--- src/hw/rtl/integer_square_root_core_macros.svh ---
// Assertion helpers for the square root core.
`ifndef INTEGER_SQUARE_ROOT_CORE_MACROS_SVH
`define INTEGER_SQUARE_ROOT_CORE_MACROS_SVH

`ifndef SYNTHESIS

// prop must hold at every rising clock edge outside reset
`define ISQRT_ASSERT(label, clk, rstn, prop, msg) \
  label: assert property (@(posedge clk) disable iff (!(rstn)) (prop)) else $error(msg);

// cond must never be seen outside reset
`define ISQRT_ASSERT_NEVER(label, clk, rstn, cond, msg) \
  label: assert property (@(posedge clk) disable iff (!(rstn)) !(cond)) else $error(msg);

`else

`define ISQRT_ASSERT(label, clk, rstn, prop, msg)
`define ISQRT_ASSERT_NEVER(label, clk, rstn, cond, msg)

`endif

`endif

--- src/hw/rtl/isqrt_pkg.sv ---
package isqrt_pkg;

  localparam int unsigned OperandW = 31;
  localparam int unsigned RootW    = 16;

  typedef logic [OperandW-1:0] operand_t;
  typedef logic [RootW-1:0]    root_t;

endpackage

--- src/hw/rtl/isqrt_operand_if.sv ---
interface isqrt_operand_if import isqrt_pkg::*; ();

  logic     valid;
  logic     ready;
  operand_t operand;

  modport source (output valid, output operand, input ready);
  modport sink   (input valid, input operand, output ready);

endinterface

--- src/hw/rtl/isqrt_root_if.sv ---
interface isqrt_root_if import isqrt_pkg::*; ();

  logic  valid;
  logic  ready;
  root_t root;

  modport source (output valid, output root, input ready);
  modport sink   (input valid, input root, output ready);

endinterface

--- src/hw/rtl/integer_square_root_core.sv ---
// Floor square root, one result bit per pipeline stage (restoring, remainder form).
// Each accepted word moves through the stage registers in order until its result is valid.
// Throughput: one word per cycle; the whole pipe holds while a result waits on ready.
// Reset: rst_ni (async, active low) clears the stage valid bits only; data regs keep
// whatever they hold and are ignored until refilled.
`include "integer_square_root_core_macros.svh"

module integer_square_root_core import isqrt_pkg::*; #(
  parameter int unsigned OPERAND_BITS = 31
) (
  input  logic            clk_i,
  input  logic            rst_ni,
  isqrt_operand_if.sink   operand_i,
  isqrt_root_if.source    root_o
);

  localparam int unsigned Steps = (OPERAND_BITS + 1) / 2;
  localparam int unsigned ValW  = 2 * Steps;
  localparam int unsigned RootB = Steps;
  localparam int unsigned RemW  = RootB + 2;
  localparam int unsigned CurW  = RemW + 2;
  localparam int unsigned Last  = Steps - 1;
  localparam int unsigned KeepW = (OPERAND_BITS < OperandW) ? OPERAND_BITS : OperandW;

  logic [ValW-1:0]  value_in;
  logic [Steps-1:0] valid_q;
  logic [ValW-1:0]  value_q [Steps];
  logic [RemW-1:0]  rem_q   [Steps];
  logic [RootB-1:0] root_q  [Steps];
  logic             adv;

  // masked operand, zero extended to whole bit pairs
  assign value_in = ValW'(operand_i.operand[KeepW-1:0]);

  assign adv             = !valid_q[Last] || root_o.ready;
  assign operand_i.ready = adv;

  always_ff @(posedge clk_i or negedge rst_ni) begin
    if (!rst_ni) begin
      valid_q <= '0;
    end else if (adv) begin
      valid_q <= Steps'({valid_q, operand_i.valid});
    end
  end

  for (genvar s = 0; s < Steps; s++) begin : g_stage
    logic [ValW-1:0]  val_d;
    logic [RemW-1:0]  rem_in;
    logic [RootB-1:0] root_in;
    logic [1:0]       pair;
    logic [CurW-1:0]  cur;
    logic [CurW-1:0]  trial;
    logic             ge;
    logic [RemW-1:0]  rem_d;
    logic [RootB-1:0] root_d;

    if (s == 0) begin : g_first
      assign val_d   = value_in;
      assign rem_in  = '0;
      assign root_in = '0;
    end else begin : g_next
      assign val_d   = value_q[s-1];
      assign rem_in  = rem_q[s-1];
      assign root_in = root_q[s-1];
    end

    assign pair  = val_d[2*(Steps-1-s) +: 2];
    assign cur   = {rem_in, pair};
    assign trial = CurW'({root_in, 2'b01});
    assign ge    = cur >= trial;
    // remainder stays at most twice the root, so it fits RemW
    assign rem_d  = ge ? RemW'(cur - trial) : RemW'(cur);
    assign root_d = RootB'({root_in, ge});

    always_ff @(posedge clk_i) begin
      if (adv) begin
        value_q[s] <= val_d;
        rem_q[s]   <= rem_d;
        root_q[s]  <= root_d;
      end
    end
  end

  assign root_o.valid = valid_q[Last];
  assign root_o.root  = root_t'({{RootW{1'b0}}, root_q[Last]});

  // ---------------------------------------------------------------------------
  // checks
  logic [2*ValW-1:0] chk_sq;
  logic [2*ValW-1:0] chk_sq1;
  logic [2*ValW-1:0] chk_val;
  logic [2*ValW-1:0] chk_rem;

  assign chk_val = (2*ValW)'(value_q[Last]);
  assign chk_rem = (2*ValW)'(rem_q[Last]);
  assign chk_sq  = (2*ValW)'(root_q[Last]) * (2*ValW)'(root_q[Last]);
  assign chk_sq1 = ((2*ValW)'(root_q[Last]) + 1'b1) * ((2*ValW)'(root_q[Last]) + 1'b1);

  `ISQRT_ASSERT(a_root_low, clk_i, rst_ni, valid_q[Last] |-> chk_sq <= chk_val, "root squared exceeds operand")
  `ISQRT_ASSERT(a_root_high, clk_i, rst_ni, valid_q[Last] |-> chk_sq1 > chk_val, "root is too small")
  `ISQRT_ASSERT(a_rem_match, clk_i, rst_ni, valid_q[Last] |-> chk_sq + chk_rem == chk_val, "remainder out of step with root")
  `ISQRT_ASSERT(a_accept_fill, clk_i, rst_ni, (operand_i.valid && operand_i.ready) |=> valid_q[0], "accepted word not captured in first stage")

endmodule
--- src/flat_wrapper.sv ---
// flat-port wrapper written by rule: the top's interface ports become plain ports
module integer_square_root_core_flat import isqrt_pkg::*;
#(
  parameter int unsigned OPERAND_BITS = 31
)
  (clk_i, rst_ni, operand_i_valid, operand_i_operand, operand_i_ready, root_o_valid, root_o_root, root_o_ready);
  isqrt_operand_if operand_i_i ();
  isqrt_root_if root_o_i ();
  input  logic clk_i;
  input  logic rst_ni;
  input wire logic [$bits(operand_i_i.valid)-1:0] operand_i_valid;
  input wire logic [$bits(operand_i_i.operand)-1:0] operand_i_operand;
  output wire logic [$bits(operand_i_i.ready)-1:0] operand_i_ready;
  output wire logic [$bits(root_o_i.valid)-1:0] root_o_valid;
  output wire logic [$bits(root_o_i.root)-1:0] root_o_root;
  input wire logic [$bits(root_o_i.ready)-1:0] root_o_ready;
  assign operand_i_i.valid = operand_i_valid;
  assign operand_i_i.operand = operand_i_operand;
  assign operand_i_ready = operand_i_i.ready;
  assign root_o_valid = root_o_i.valid;
  assign root_o_root = root_o_i.root;
  assign root_o_i.ready = root_o_ready;
  integer_square_root_core #(.OPERAND_BITS(OPERAND_BITS)) u_core (.clk_i(clk_i), .rst_ni(rst_ni), .operand_i(operand_i_i), .root_o(root_o_i));
endmodule
--- config.mk ---
export PLATFORM = sky130hd
export DESIGN_NAME = integer_square_root_core_flat
export DESIGN_NICKNAME = d
export VERILOG_FILES = /design/src/hw/rtl/isqrt_pkg.sv /design/src/hw/rtl/isqrt_operand_if.sv /design/src/hw/rtl/isqrt_root_if.sv /design/src/hw/rtl/integer_square_root_core.sv /design/src/flat_wrapper.sv
export VERILOG_INCLUDE_DIRS = /design/src /design/src/hw/rtl
export SDC_FILE = /design/constraint.sdc
export NUM_CORES = 1
export LEC_CHECK = 0
export ABC_AREA = 1
export BUFFER_PORTS_ARGS = -buffer_cell sky130_fd_sc_hd__buf_2
export CAP_MARGIN = 20
export CORE_ASPECT_RATIO = 0.5
export CORE_UTILIZATION = 66
export CTS_BUF_LIST = sky130_fd_sc_hd__clkbuf_8
export DETAILED_ROUTE_END_ITERATION = 12
export GPL_TIMING_DRIVEN = 0
export HOLD_SLACK_MARGIN = 0.08
export PLACE_DENSITY = 0.83
export SETUP_SLACK_MARGIN = 0.15
export SLEW_MARGIN = 30
export SYNTH_ARGS = -nofsm -noshare
export SYNTH_HDL_FRONTEND = slang
export SYNTH_SLANG_ARGS = --single-unit
export TNS_END_PERCENT = 30
--- constraint.sdc ---
create_clock -name clk_i -period 31.6 [get_ports clk_i]
set_input_delay 4.74 -clock clk_i [delete_from_list [all_inputs] [get_ports clk_i]]
set_output_delay 4.74 -clock clk_i [all_outputs]
set_load 0.05 [all_outputs]
* Word level (Yosys, flattened, before mapping)
Memory sizes are Yosys's and may differ from the RTL's. Cells that the tools add are included.
Storage, ports and cells: memories 3, RAM bits 1056, bits of input ports 35, output and inout bits 18, logic and storage cells 56, flip-flop bits (word level) 16
Cells by class: reduce and logical (&&, ||, !) cells 2, add/subtract/negate cells 16, $lt $le $gt $ge 16, muxes and demuxes 18
Memories:
- u_core.value_q | words 16, bits a word 32, read ports 15, clocked after Yosys merged registers in 0, wr ports 16, line integer_square_root_core.sv:27 | logic [ValW-1:0] value_q [Steps];
- u_core.rem_q | words 16, bits a word 18, read ports 15, clocked after Yosys merged registers in 0, wr ports 16, line integer_square_root_core.sv:28 | logic [RemW-1:0] rem_q [Steps];
- u_core.root_q | words 16, bits a word 16, read ports 16, clocked after Yosys merged registers in 0, wr ports 16, line integer_square_root_core.sv:29 | logic [RootB-1:0] root_q [Steps];
Operators by type and width (count):
- 20-bit by 18-bit >= comparator with 1-bit output | 15
- 18-bit 2-to-1 mux | 16
- 18-bit subtractor | 15
- 1-bit 2-to-1 mux | 2
- 1-bit by 1-bit subtractor with 2-bit output (second input constant) | 1
- 1-bit >= comparator (second input constant) | 1
- 1-bit logical NOT | 1
- 1-bit logical OR | 1

* Depth between registers and ports, before layout
Gate-level depths: netlist (run 1).
word-level depth 4, gate-level depth with buffers 14, mapped depth without buffers 14

* Worst setup path after synthesis (run 1)
Ideal clock, no wire load.
kind in2out, start in root_o_ready, end out operand_i_ready, stages 3, data required time 26.860 ns, path slack 4.709 ns, path buffers 1, arrival 22.151 ns, cells stage by stage inv_1 > nand2_1 > clkbuf_1
Between the ends: word-level cells in the longest chain between the ends 1
RTL lines:
- start: declaration | line flat_wrapper.sv:16 | input wire logic [$bits(root_o_i.ready)-1:0] root_o_ready;
- 1-bit logical OR | line integer_square_root_core.sv:35 | assign adv = !valid_q[Last] || root_o.ready;
- end: declaration | line flat_wrapper.sv:13 | output wire logic [$bits(operand_i_i.ready)-1:0] operand_i_ready;
No other way between the ends.

* Worst setup path in the final report (run 1)
Same ends and word-level chain as after synthesis.

==> out/results.txt, run 1 <==
I/O pins - 53
FF-to-FF setup slack - 28.70 ns
Via density per instance - 5.432
Hold Violations, Final - 0
Count leader, synth - nand2_1
Ys Warns - 0
Critical path launch point type - primary input
Worst hold start - u_core.value_q[0][49]$_DFFE_PP_
Max clock buf depth - 3
Pwr dens - 94.62 nW/um^2
Initial DRC Count - 1663
Critical Path Fanout Max - 44
EDFF count, synth - 622
Cell Area, Synth - 32350 um^2
Max Cap Viol - 0
Fin nets - 3631
Largest net degree at the start of global routing - 54
Hold Path End - u_core.value_q[0][81]$_DFFE_PP_
Total core area - 47580 um^2
Fin area - 35340 um^2
Clock sink count - 638
Most area-hungry cell type in the Yosys netlist - edfxtp_1
Filler Cell Count - 3333
Final Util - 0.7428
Post-Syn Nets - 3476
Drt drc - 4
Setup Skew - 0.02468 ns
RD Place Congestion - 0.9203
Congestion Overflow GR - 0
Die height - 158.6 um
Post-detailed-route wirelength per cell - 16.07 um
Post-synthesis cell type count - 45
Clock power share - 0.179
Port Buffers - 52
Worst Tran Pin Value - 0.6736 ns
Critical path data required time - 26.86 ns
Worst r2r path cells - 7
Row count - 56
Synth area leaders - edfxtp_1, nand2_1, ha_1
Overall Global Routing Usage - 0.2694
Sw Pwr - 0.001257 W
Final Slew Violations - 0
Horiz. Die Dim - 315.1 um
Cts hold-fix bufs - 0
Layout cells sized above 1 - 0.08205
Initial core utilization - 0.6800
Layout area overhead - 9.235%
Syn avg cell area - 9.837 um^2
Root Driver - clkbuf_8
Period utilization - 0.3631
Post-Place Cell Area - 33740 um^2
Detail Route Antenna Nets - 0
Setup bufs post-CTS - 0
Worst Path Arrival - 6.74 ns
RSZ-0062 raised after global routing - false
Initial antenna violation count - 0
Die footprint - 49960 um^2
Critical R2R Launch - u_core.valid_q[15]$_DFFE_PN0P_
Violated checks - DRC
Post-synth top area share - 0.5773
Sequential power share - 0.473
Top cells by count, synth - nand2_1, edfxtp_1, inv_1
First-pass GRT wire length - 105700 um
Final min period - 11.48 ns
Register area share after synthesis - 0.5897
Fmax - 87.14 MHz
Non-filler cells, final - 4148
Antenna Cells - 0
Largest vdd supply drop - 0.00006098 V
Placed insts - 3994
Syn Inst Count - 3289
Combinational Power Share - 0.348
TritonCTS clock tree - yes
Worst-path clk slew - 0.06 ns
Ys async rst share - 0.02508
Setup violations, final - 0
CTS Buf Count - 86
Worst hold path type - reg -> reg
CTS resizes - 0
Critical R2R Capture - u_core.root_q[1][97]$_DFFE_PP_
Setup TNS - 0 ns
Relative slew slack - 0.5462
Hold Path Cell Cnt - 0
H-tree Lvls - 3
Cell internal pwr - 0.002087 W
Crit Path Category - in -> out
Yosys reg bits - 638
CP Capture Type - output port
DP HPWL - 50420 um
Static leakage - 15.83 nW
1st-pass router iterations - 10
Via count - 22530
Primary FF master, synth - edfxtp_1
Outcome - complete, but fails checks
Switching share of power - 0.3759
Vias in the first global route - 22190
Worst-Skew Late Latency - 0.69 ns
Drt total wl - 66670 um
==> metal layers <==
metal  global-route usage  vias up  share of wire
li1                     -    11290              -
met1               0.2988    10470           0.40
met2               0.5102      579           0.52
met3              0.04129      187          0.036
met4               0.1276        0          0.041
met5                    0        -              0
==> power groups by stage <==
stage	Clock [W]	Sequential [W]	Combinational, W
final	0.000597	0.00158	0.00117
after global routing	0.000643	0.00161	0.00131
after CTS	0.000610	0.00158	0.00116
after detailed placement	0	0.00160	0.00115
after global placement	0	0.00178	0.00109
after floorplan	0	0.00169	0.000863
==> cell usage in the layout (no fill, tap or decap), types with 16 or more instances in the layout <==
master / instances
dfrtp_1: 16
nor3_1: 30
nand3b_1: 33
nand4_1: 48
clkinv_1: 21
buf_6: 17
o21ai_2: 20
o21ai_1: 33
buf_2: 56
ha_1: 152
inv_1: 510
nor2_1: 272
o21ai_0: 100
nand2_1: 905
nand3_1: 182
xor2_1: 50
xnor2_1: 50
a21oi_1: 163
clkbuf_8: 87
edfxtp_1: 622
==> through the flow <==
stage | worst slack [ns] | power, W | hold WS (ns)
floorplan | 4.709 | 0.002549 | 0.4003
detailed placement | 20.10 | 0.002748 | 0.4045
global route | 19.99 | 0.003566 | 0.4184
finish | 20.12 | 0.003344 | 0.4149
global placement | -3.012 | 0.002872 | 0.4001
CTS | 20.10 | 0.003352 | 0.4152
==> cell families (layout without fill, tap and decap cells) <==
logic type / after synthesis / after routing / share of synthesized area
mux: 2 / 2 / 0.0006961
buf+inv: 529 / 750 / 0.06605
xor+xnor: 100 / 100 / 0.02707
compound gates: 344 / 344 / 0.05813
simple gates: 1523 / 1523 / 0.1995
flops: 638 / 638 / 0.5897
other cells: 1 / 1 / 0.0001159
fa+ha+maj: 152 / 152 / 0.05878
==> worst max-delay path by stage <==
stage | start | endpoint | slack [ns] | cells after the start
floorplan | root_o_ready | operand_i_ready | 4.71 | 3
global placement | root_o_ready | operand_i_ready | -3.01 | 5
detailed placement | root_o_ready | operand_i_ready | 20.10 | 8
CTS | root_o_ready | operand_i_ready | 20.10 | 8
global route | root_o_ready | operand_i_ready | 19.99 | 8
finish | root_o_ready | operand_i_ready | 20.12 | 8
==> layout make-up <==
class / instances / area [um^2] / area share
well taps: 638 / 798.3 / 0.02259
clock buffers: 87 / 1197 / 0.03388
multi-input cells: 2122 / 11140 / 0.3152
plain buffers: 27 / 249.0 / 0.007045
repair buffers: 67 / 583.1 / 0.01650
inverters: 502 / 1892 / 0.05353
clock inverters: 67 / 405.4 / 0.01147
flip-flops and latches: 638 / 19080 / 0.5398
==> flip-flops by register name, summed over array words and instances, names as in the netlist <==
name and count:
u_core.rem_q 246, u_core.value_q 242, u_core.root_q 134, u_core.valid_q 16
==> critical path, cell delays in order <==
cell      delay [ns]
buf_2           0.08
inv_1           0.03
nand2_1         0.10
clkbuf_4        0.58
buf_12          0.30
buf_12          0.27
buf_12          0.26
buf_2           0.31
(Power assumes the default switching activity.)
==> inputs of run 2 (changes only) <==
- CORE_UTILIZATION: 66 -> 59
- PLACE_DENSITY: 0.83 -> 0.78
- clock period: 31.6 -> 10.2 ns (I/O delays scaled with it)
==> run 2 against run 1 <==
Total power rose to 3.1 times the previous value. Register-to-register slack worse by 21 ns. Highest routed layer unchanged. The flow now finishes without violations. Non-clock buffer count down 11. Largest cell class unchanged. Global-route usage down 3.8 points. Via count down 2.5%. Flip-flop and latch count unchanged. Critical endpoint unchanged. Wire length down 3.2%. Sequential power rose to 3.1 times the previous value. Cell area up 0.33%. Clock power rose to 3.5 times the previous value. Sequential share of layout area down 0.18 points.
==> out/results.txt, run 2 (same netlist as run 1, synthesis figures left out) <==
Detail Route Antenna Nets - 0 (unchanged)
Largest net degree at the start of global routing - 149 (was 54)
Critical R2R Launch - u_core.rem_q[1][27]$_DFFE_PP_ (was u_core.valid_q[15]$_DFFE_PN0P_)
Antenna Cells - 0 (unchanged)
Initial DRC Count - 1151 (was 1663)
Critical Path Fanout Max - 148 (was 44)
Critical path launch point type - primary input (unchanged)
Die footprint - 55830 um^2 (was 49960 um^2)
CP Buf/Inv Count - 5 (was 7)
FF-to-FF setup slack - 7.70 ns (was 28.70 ns)
Post-detailed-route wirelength per cell - 15.29 um (was 16.07 um)
CTS resizes - 0 (unchanged)
Crit Path Category - in -> out (unchanged)
Via count - 21960 (was 22530)
Initial core utilization - 0.5994 (was 0.6800)
Max reg flops - 246 (unchanged)
CP Capture Type - output port (unchanged)
Setup violations, final - 0 (unchanged)
Cells along the critical path - buf_2 > inv_1 > nand2_1 > clkbuf_16 > buf_16 > buf_2 (was buf_2 > inv_1 > nand2_1 > clkbuf_4 > buf_12 > buf_12 > buf_12 > buf_2)
Vias in the first global route - 21580 (was 22190)
Worst-Skew Late Latency - 0.68 ns (was 0.69 ns)
Row count - 60 (was 56)
Initial antenna violation count - 0 (unchanged)
Setup Skew - 0.03116 ns (was 0.02468 ns)
Worst Path Arrival - 3.27 ns (was 6.74 ns)
Total core area - 53980 um^2 (was 47580 um^2)
Static leakage - 15.84 nW (was 15.83 nW)
H-tree Lvls - 3 (unchanged)
Layout area overhead - 9.595% (was 9.235%)
Outcome - complete, no violations (was complete, but fails checks)
Period utilization - 0.4703
1st-pass router iterations - 5 (was 10)
Most frequent cells in the layout - nand2_1, edfxtp_1, inv_1 (unchanged)
First-pass GRT wire length - 103100 um (was 105700 um)
DP HPWL - 47930 um (was 50420 um)
Worst hold start - u_core.value_q[0][173]$_DFFE_PP_ (was u_core.value_q[0][49]$_DFFE_PP_)
Setup TNS - 0 ns (unchanged)
Cts hold-fix bufs - 0 (unchanged)
Hold Path End - u_core.value_q[0][205]$_DFFE_PP_ (was u_core.value_q[0][81]$_DFFE_PP_)
Worst Tran Pin Value - 0.7506 ns (was 0.6736 ns)
Congestion Overflow GR - 0 (unchanged)
Worst hold path type - reg -> reg (unchanged)
RD Place Congestion - 0.9440 (was 0.9203)
RSZ-0062 raised after global routing - false (unchanged)
Port Buffers - 52 (unchanged)
Final min period - 4.797 ns
Crit-path most repeated cell - buf_2 (was buf_12)
Kind of cell adding the most delay to the critical path - buffers and inverters (unchanged)
Pwr dens - 294.8 nW/um^2 (was 94.62 nW/um^2)
Critical path data required time - 8.67 ns (was 26.86 ns)
Relative slew slack - 0.4996 (was 0.5462)
Max clock buf depth - 3 (unchanged)
Regs by FF count - u_core.rem_q: 246 flops, u_core.value_q: 242 flops, u_core.root_q: 134 flops (unchanged)
TritonCTS clock tree - yes (unchanged)
CP Launch Point - root_o_ready (unchanged)
Max Cap Viol - 0 (unchanged)
Fmax - 208.5 MHz
Largest vdd supply drop - 0.0001618 V (was 0.00006098 V)
Worst-path clk slew - 0.08 ns (was 0.06 ns)
Horiz. Die Dim - 333.2 um (was 315.1 um)
Biggest cell delay along the critical path - 0.53 ns (was 0.58 ns)
Setup bufs post-CTS - 0 (unchanged)
Clock sink count - 638 (unchanged)
Fin nets - 3623 (was 3631)
Drt total wl - 64500 um (was 66670 um)
Filler Cell Count - 4247 (was 3333)
Via density per instance - 5.207 (was 5.432)
Drt drc - 0 (was 4)
Die height - 167.6 um (was 158.6 um)
Biggest register - u_core.rem_q (unchanged)
Overall Global Routing Usage - 0.2314 (was 0.2694)
I/O pins - 53 (unchanged)
CTS Buf Count - 89 (was 86)
Hold Violations, Final - 0 (unchanged)
Worst r2r path cells - 11 (was 7)
Final Slew Violations - 0 (unchanged)
FF/Latch Area - 19080 um^2 (unchanged)
Critical R2R Capture - u_core.rem_q[1][47]$_DFFE_PP_ (was u_core.root_q[1][97]$_DFFE_PP_)
Hold Path Cell Cnt - 0 (unchanged)
Slowest cell on crit path - buf_16 (was clkbuf_4)
Layout cells sized above 1 - 0.08274 (was 0.08205)
Final Util - 0.6569 (was 0.7428)
Root Driver - clkbuf_8 (unchanged)
Most common cell after layout, fill and taps aside - nand2_1 (unchanged)
Area of the multi-input gates - 11140 um^2 (unchanged)
run 2: changes by cell type in the layout (fill, tap and decap cells not counted), sizes merged:
cell / change
buf: -11
bufinv: +6
clkinv: -3
inv: -3
clkbuf: +6
run 2: worst max-delay path by stage:
stage / slack, ns / end / depth (start not counted)
final: 5.40 / operand_i_ready / 6
after global routing: 5.24 / operand_i_ready / 6
after CTS: 5.40 / operand_i_ready / 6
after detailed placement: 5.40 / operand_i_ready / 6
after global placement: 0.22 / operand_i_ready / 5
after floorplan: 2.54 / operand_i_ready / 3
run 2: worst reg2reg max path: cells and delay by family (launching register included):
family                   cells  cell delay, ns
AND/OR/NAND/NOR              7            0.95
flip-flops                   1            0.42
buffers and inverters        2            0.25
AO/OA/AOI/OAI                1            0.23
adder cells (fa/ha/maj)      1            0.40
run 2: area by class of cell:
type                            instances  share of cell area
Tap cell                              713             0.02516
Clock inverter                         67             0.01524
Buffer                                 27            0.007516
Clock buffer                           93             0.03610
Sequential cell                       638              0.5381
Timing Repair Buffer                   56             0.01044
Multi-Input combinational cell       2122              0.3141
Inverter                              502             0.05335
run 2: power by group:
part           switching [W]  internal, W
sequential          0.000545      0.00433
combinational        0.00231      0.00121
clock               0.000974      0.00108
run 2: routing by layer:
| layer | track usage | wire, um |
|---|---|---|
| met2 | 0.4346 | 33700 |
| met3 | 0.03741 | 2106 |
| met5 | 0 | 0 |
| met4 | 0.08716 | 1972 |
| met1 | 0.2648 | 26730 |
run 2: through the flow:
stage	hold slack, ns	setup WS (ns)	instance area (um^2)	instances	power (W)
2_1_floorplan	0.4003	2.539	32360	3289	0.007525
3_3_place_gp	0.4001	0.2157	33510	4054	0.008460
3_5_place_dp	0.4045	5.398	33640	4058	0.008431
4_1_cts	0.4014	5.398	35460	4218	0.01052
5_1_grt	0.4068	5.243	35460	4218	0.01119
6_report	0.4022	5.403	35460	4218	0.01045
==> inputs of run 3 (changes only) <==
- clock period: 10.2 -> 3.9 ns (I/O delays scaled with it)
==> run 3 against run 2 <==
Sequential share of layout area fell by 0.28 points. First-iteration DRC count rose by 18%. Final cell count rose by 0.73%. Wire length rose by 0.73%. Cell area rose by 0.53%.
==> out/results.txt, run 3 (same netlist as run 1, synthesis figures left out) <==
I/O pins - 53 (unchanged)
Row count - 60 (unchanged)
RD Place Congestion - 0.9643 (was 0.9440)
Worst hold start - operand_i_valid (was u_core.value_q[0][173]$_DFFE_PP_)
Layout area overhead - 10.17% (was 9.595%)
Fmax - 305.9 MHz
FF-to-FF setup slack - 1.38 ns (was 7.70 ns)
Die height - 167.6 um (unchanged)
Post-detailed-route wirelength per cell - 15.29 um (about the same)
Worst-path clk slew - 0.06 ns (was 0.08 ns)
Critical path launch point type - flop (was primary input)
Pwr dens - 756.0 nW/um^2 (was 294.8 nW/um^2)
Vias in the first global route - 21610 (was 21580)
Congestion Overflow GR - 0 (unchanged)
Filler Cell Count - 4221 (was 4247)
Worst Path Arrival - 2.68 ns (was 3.27 ns)
Fin nets - 3655 (was 3623)
H-tree Lvls - 3 (unchanged)
Biggest register - u_core.rem_q (unchanged)
CTS Buf Count - 89 (unchanged)
Most frequent cells in the layout - nand2_1, edfxtp_1, inv_1 (unchanged)
1st-pass router iterations - 6 (was 5)
Period utilization - 0.8382
Setup Skew - 0.05132 ns (was 0.03116 ns)
Regs by FF count - u_core.rem_q: 246 flops, u_core.value_q: 242 flops, u_core.root_q: 134 flops (unchanged)
Largest vdd supply drop - 0.0003886 V (was 0.0001618 V)
Worst Tran Pin Value - 0.7774 ns (was 0.7506 ns)
Final min period - 3.269 ns
Critical path data required time - 3.31 ns (was 8.67 ns)
Outcome - complete, no violations (unchanged)
Max reg flops - 246 (unchanged)
Via density per instance - 5.224 (was 5.207)
Initial antenna violation count - 0 (unchanged)
Number of cells on the critical path - 4 (was 6)
Critical Path Fanout Max - 147 (was 148)
First-pass GRT wire length - 104000 um (was 103100 um)
Port Buffers - 52 (unchanged)
CP Launch Point - u_core.valid_q[15]$_DFFE_PN0P_ (was root_o_ready)
Most common cell after layout, fill and taps aside - nand2_1 (unchanged)
Worst hold path type - in -> reg (was reg -> reg)
Post-Place Cell Area - 33640 um^2 (unchanged)
Relative slew slack - 0.4817 (was 0.4996)
Hold Violations, Final - 0 (unchanged)
Biggest cell delay along the critical path - 0.48 ns (was 0.53 ns)
Slowest cell on crit path - buf_16 (unchanged)
Clock sink count - 638 (unchanged)
Critical R2R Capture - u_core.rem_q[1][114]$_DFFE_PP_ (was u_core.rem_q[1][47]$_DFFE_PP_)
Static leakage - 15.93 nW (was 15.84 nW)
Detail Route Antenna Nets - 0 (unchanged)
Setup bufs post-CTS - 0 (unchanged)
Largest net degree at the start of global routing - 155 (was 149)
Initial core utilization - 0.5994 (unchanged)
Root Driver - clkbuf_8 (unchanged)
Fin area - 35650 um^2 (was 35460 um^2)
Overall Global Routing Usage - 0.2327 (was 0.2314)
Critical path endpoint - operand_i_ready (unchanged)
Crit Path Category - reg -> out (was in -> out)
TritonCTS clock tree - yes (unchanged)
Critical R2R Launch - u_core.root_q[1][84]$_DFFE_PP_ (was u_core.rem_q[1][27]$_DFFE_PP_)
Layout cells sized above 1 - 0.07834 (was 0.08274)
Die footprint - 55830 um^2 (unchanged)
Cts hold-fix bufs - 32 (was 0)
Total core area - 53980 um^2 (unchanged)
CP Capture Type - output port (unchanged)
Via count - 22200 (was 21960)
Max clock buf depth - 3 (unchanged)
CTS resizes - 0 (unchanged)
Worst r2r path cells - 11 (unchanged)
Setup violations, final - 0 (unchanged)
Max Cap Viol - 0 (unchanged)
Cells along the critical path - nand2_1 > clkbuf_16 > buf_16 > buf_2 (was buf_2 > inv_1 > nand2_1 > clkbuf_16 > buf_16 > buf_2)
Hold_ws - 0.1379 ns (was 0.4022 ns)
Antenna Cells - 0 (unchanged)
Final Slew Violations - 0 (unchanged)
Horiz. Die Dim - 333.2 um (unchanged)
DP HPWL - 47750 um (was 47930 um)
Kind of cell adding the most delay to the critical path - buffers and inverters (unchanged)
Worst-Skew Late Latency - 0.72 ns (was 0.68 ns)
Initial DRC Count - 1360 (was 1151)
Drt total wl - 64970 um (was 64500 um)
CP Buf/Inv Count - 3 (was 5)
RSZ-0062 raised after global routing - false (unchanged)
Drt drc - 0 (unchanged)
run 3: routing by layer:
layer  wire length, um  up-vias  part of all wire  global-route usage
li1                  -    11330                 -                   -
met1             27070    10270              0.42              0.2691
met2             33520      454              0.52              0.4362
met3              2500      145             0.038             0.03810
met4              1885        0             0.029             0.08135
met5                 0        -                 0                   0
run 3: area by class of cell:
cell class | instances | area, um^2 | area share
Clock buffer | 92 | 1266 | 0.03552
Clock inverter | 67 | 421.7 | 0.01183
Multi-Input combinational cell | 2122 | 11140 | 0.3125
Buffer | 27 | 266.5 | 0.007477
Tap cell | 713 | 892.1 | 0.02503
Inverter | 502 | 1892 | 0.05307
Timing Repair Buffer | 88 | 690.7 | 0.01938
Sequential cell | 638 | 19080 | 0.5352
run 3: worst min path at each step:
stage | to | slack (ns) | cells past startpoint
2_1_floorplan | u_core.valid_q[0]$_DFFE_PN0P_ | 0.29 | 0
3_5_place_dp | u_core.value_q[0][104]$_DFFE_PP_ | 0.40 | 0
3_3_place_gp | u_core.value_q[1][161]$_DFFE_PP_ | 0.40 | 0
4_1_cts | u_core.valid_q[0]$_DFFE_PN0P_ | 0.09 | 2
5_1_grt | u_core.valid_q[0]$_DFFE_PN0P_ | 0.11 | 2
6_report | u_core.valid_q[0]$_DFFE_PN0P_ | 0.14 | 2
run 3: per-stage QoR:
step | instances | worst slack, ns | setup TNS, ns | utilization | total power [W]
2_1_floorplan | 3289 | 0.9223 | 0 | - | 0.01944
3_3_place_gp | 4054 | -0.1230 | -0.1230 | 0.6211 | 0.02178
3_5_place_dp | 4058 | 1.038 | 0 | 0.6232 | 0.02203
4_1_cts | 4249 | 0.6114 | 0 | 0.6604 | 0.02708
5_1_grt | 4249 | 0.4653 | 0 | 0.6604 | 0.02887
6_report | 4249 | 0.6310 | 0 | 0.6604 | 0.02695
run 3: power by group:
group	leakage (nW)	switching, W	internal (W)
Combinational	8.80	0.00601	0.00319
Sequential	6.16	0.00144	0.0113
Clock	0.966	0.00256	0.00242
Total	15.9	0.0100	0.0169
run 3: worst reg2reg max path: stages (launching register included):
cell and delay [ns]:
edfxtp_1 0.41, inv_1 0.06, ha_1 0.36, nand2_1 0.16, inv_1 0.05, a21oi_1 0.26, nand2_1 0.18, nand2_1 0.15
nand2_2 0.10, nor2_4 0.23, buf_6 0.18, o21ai_0 0.10
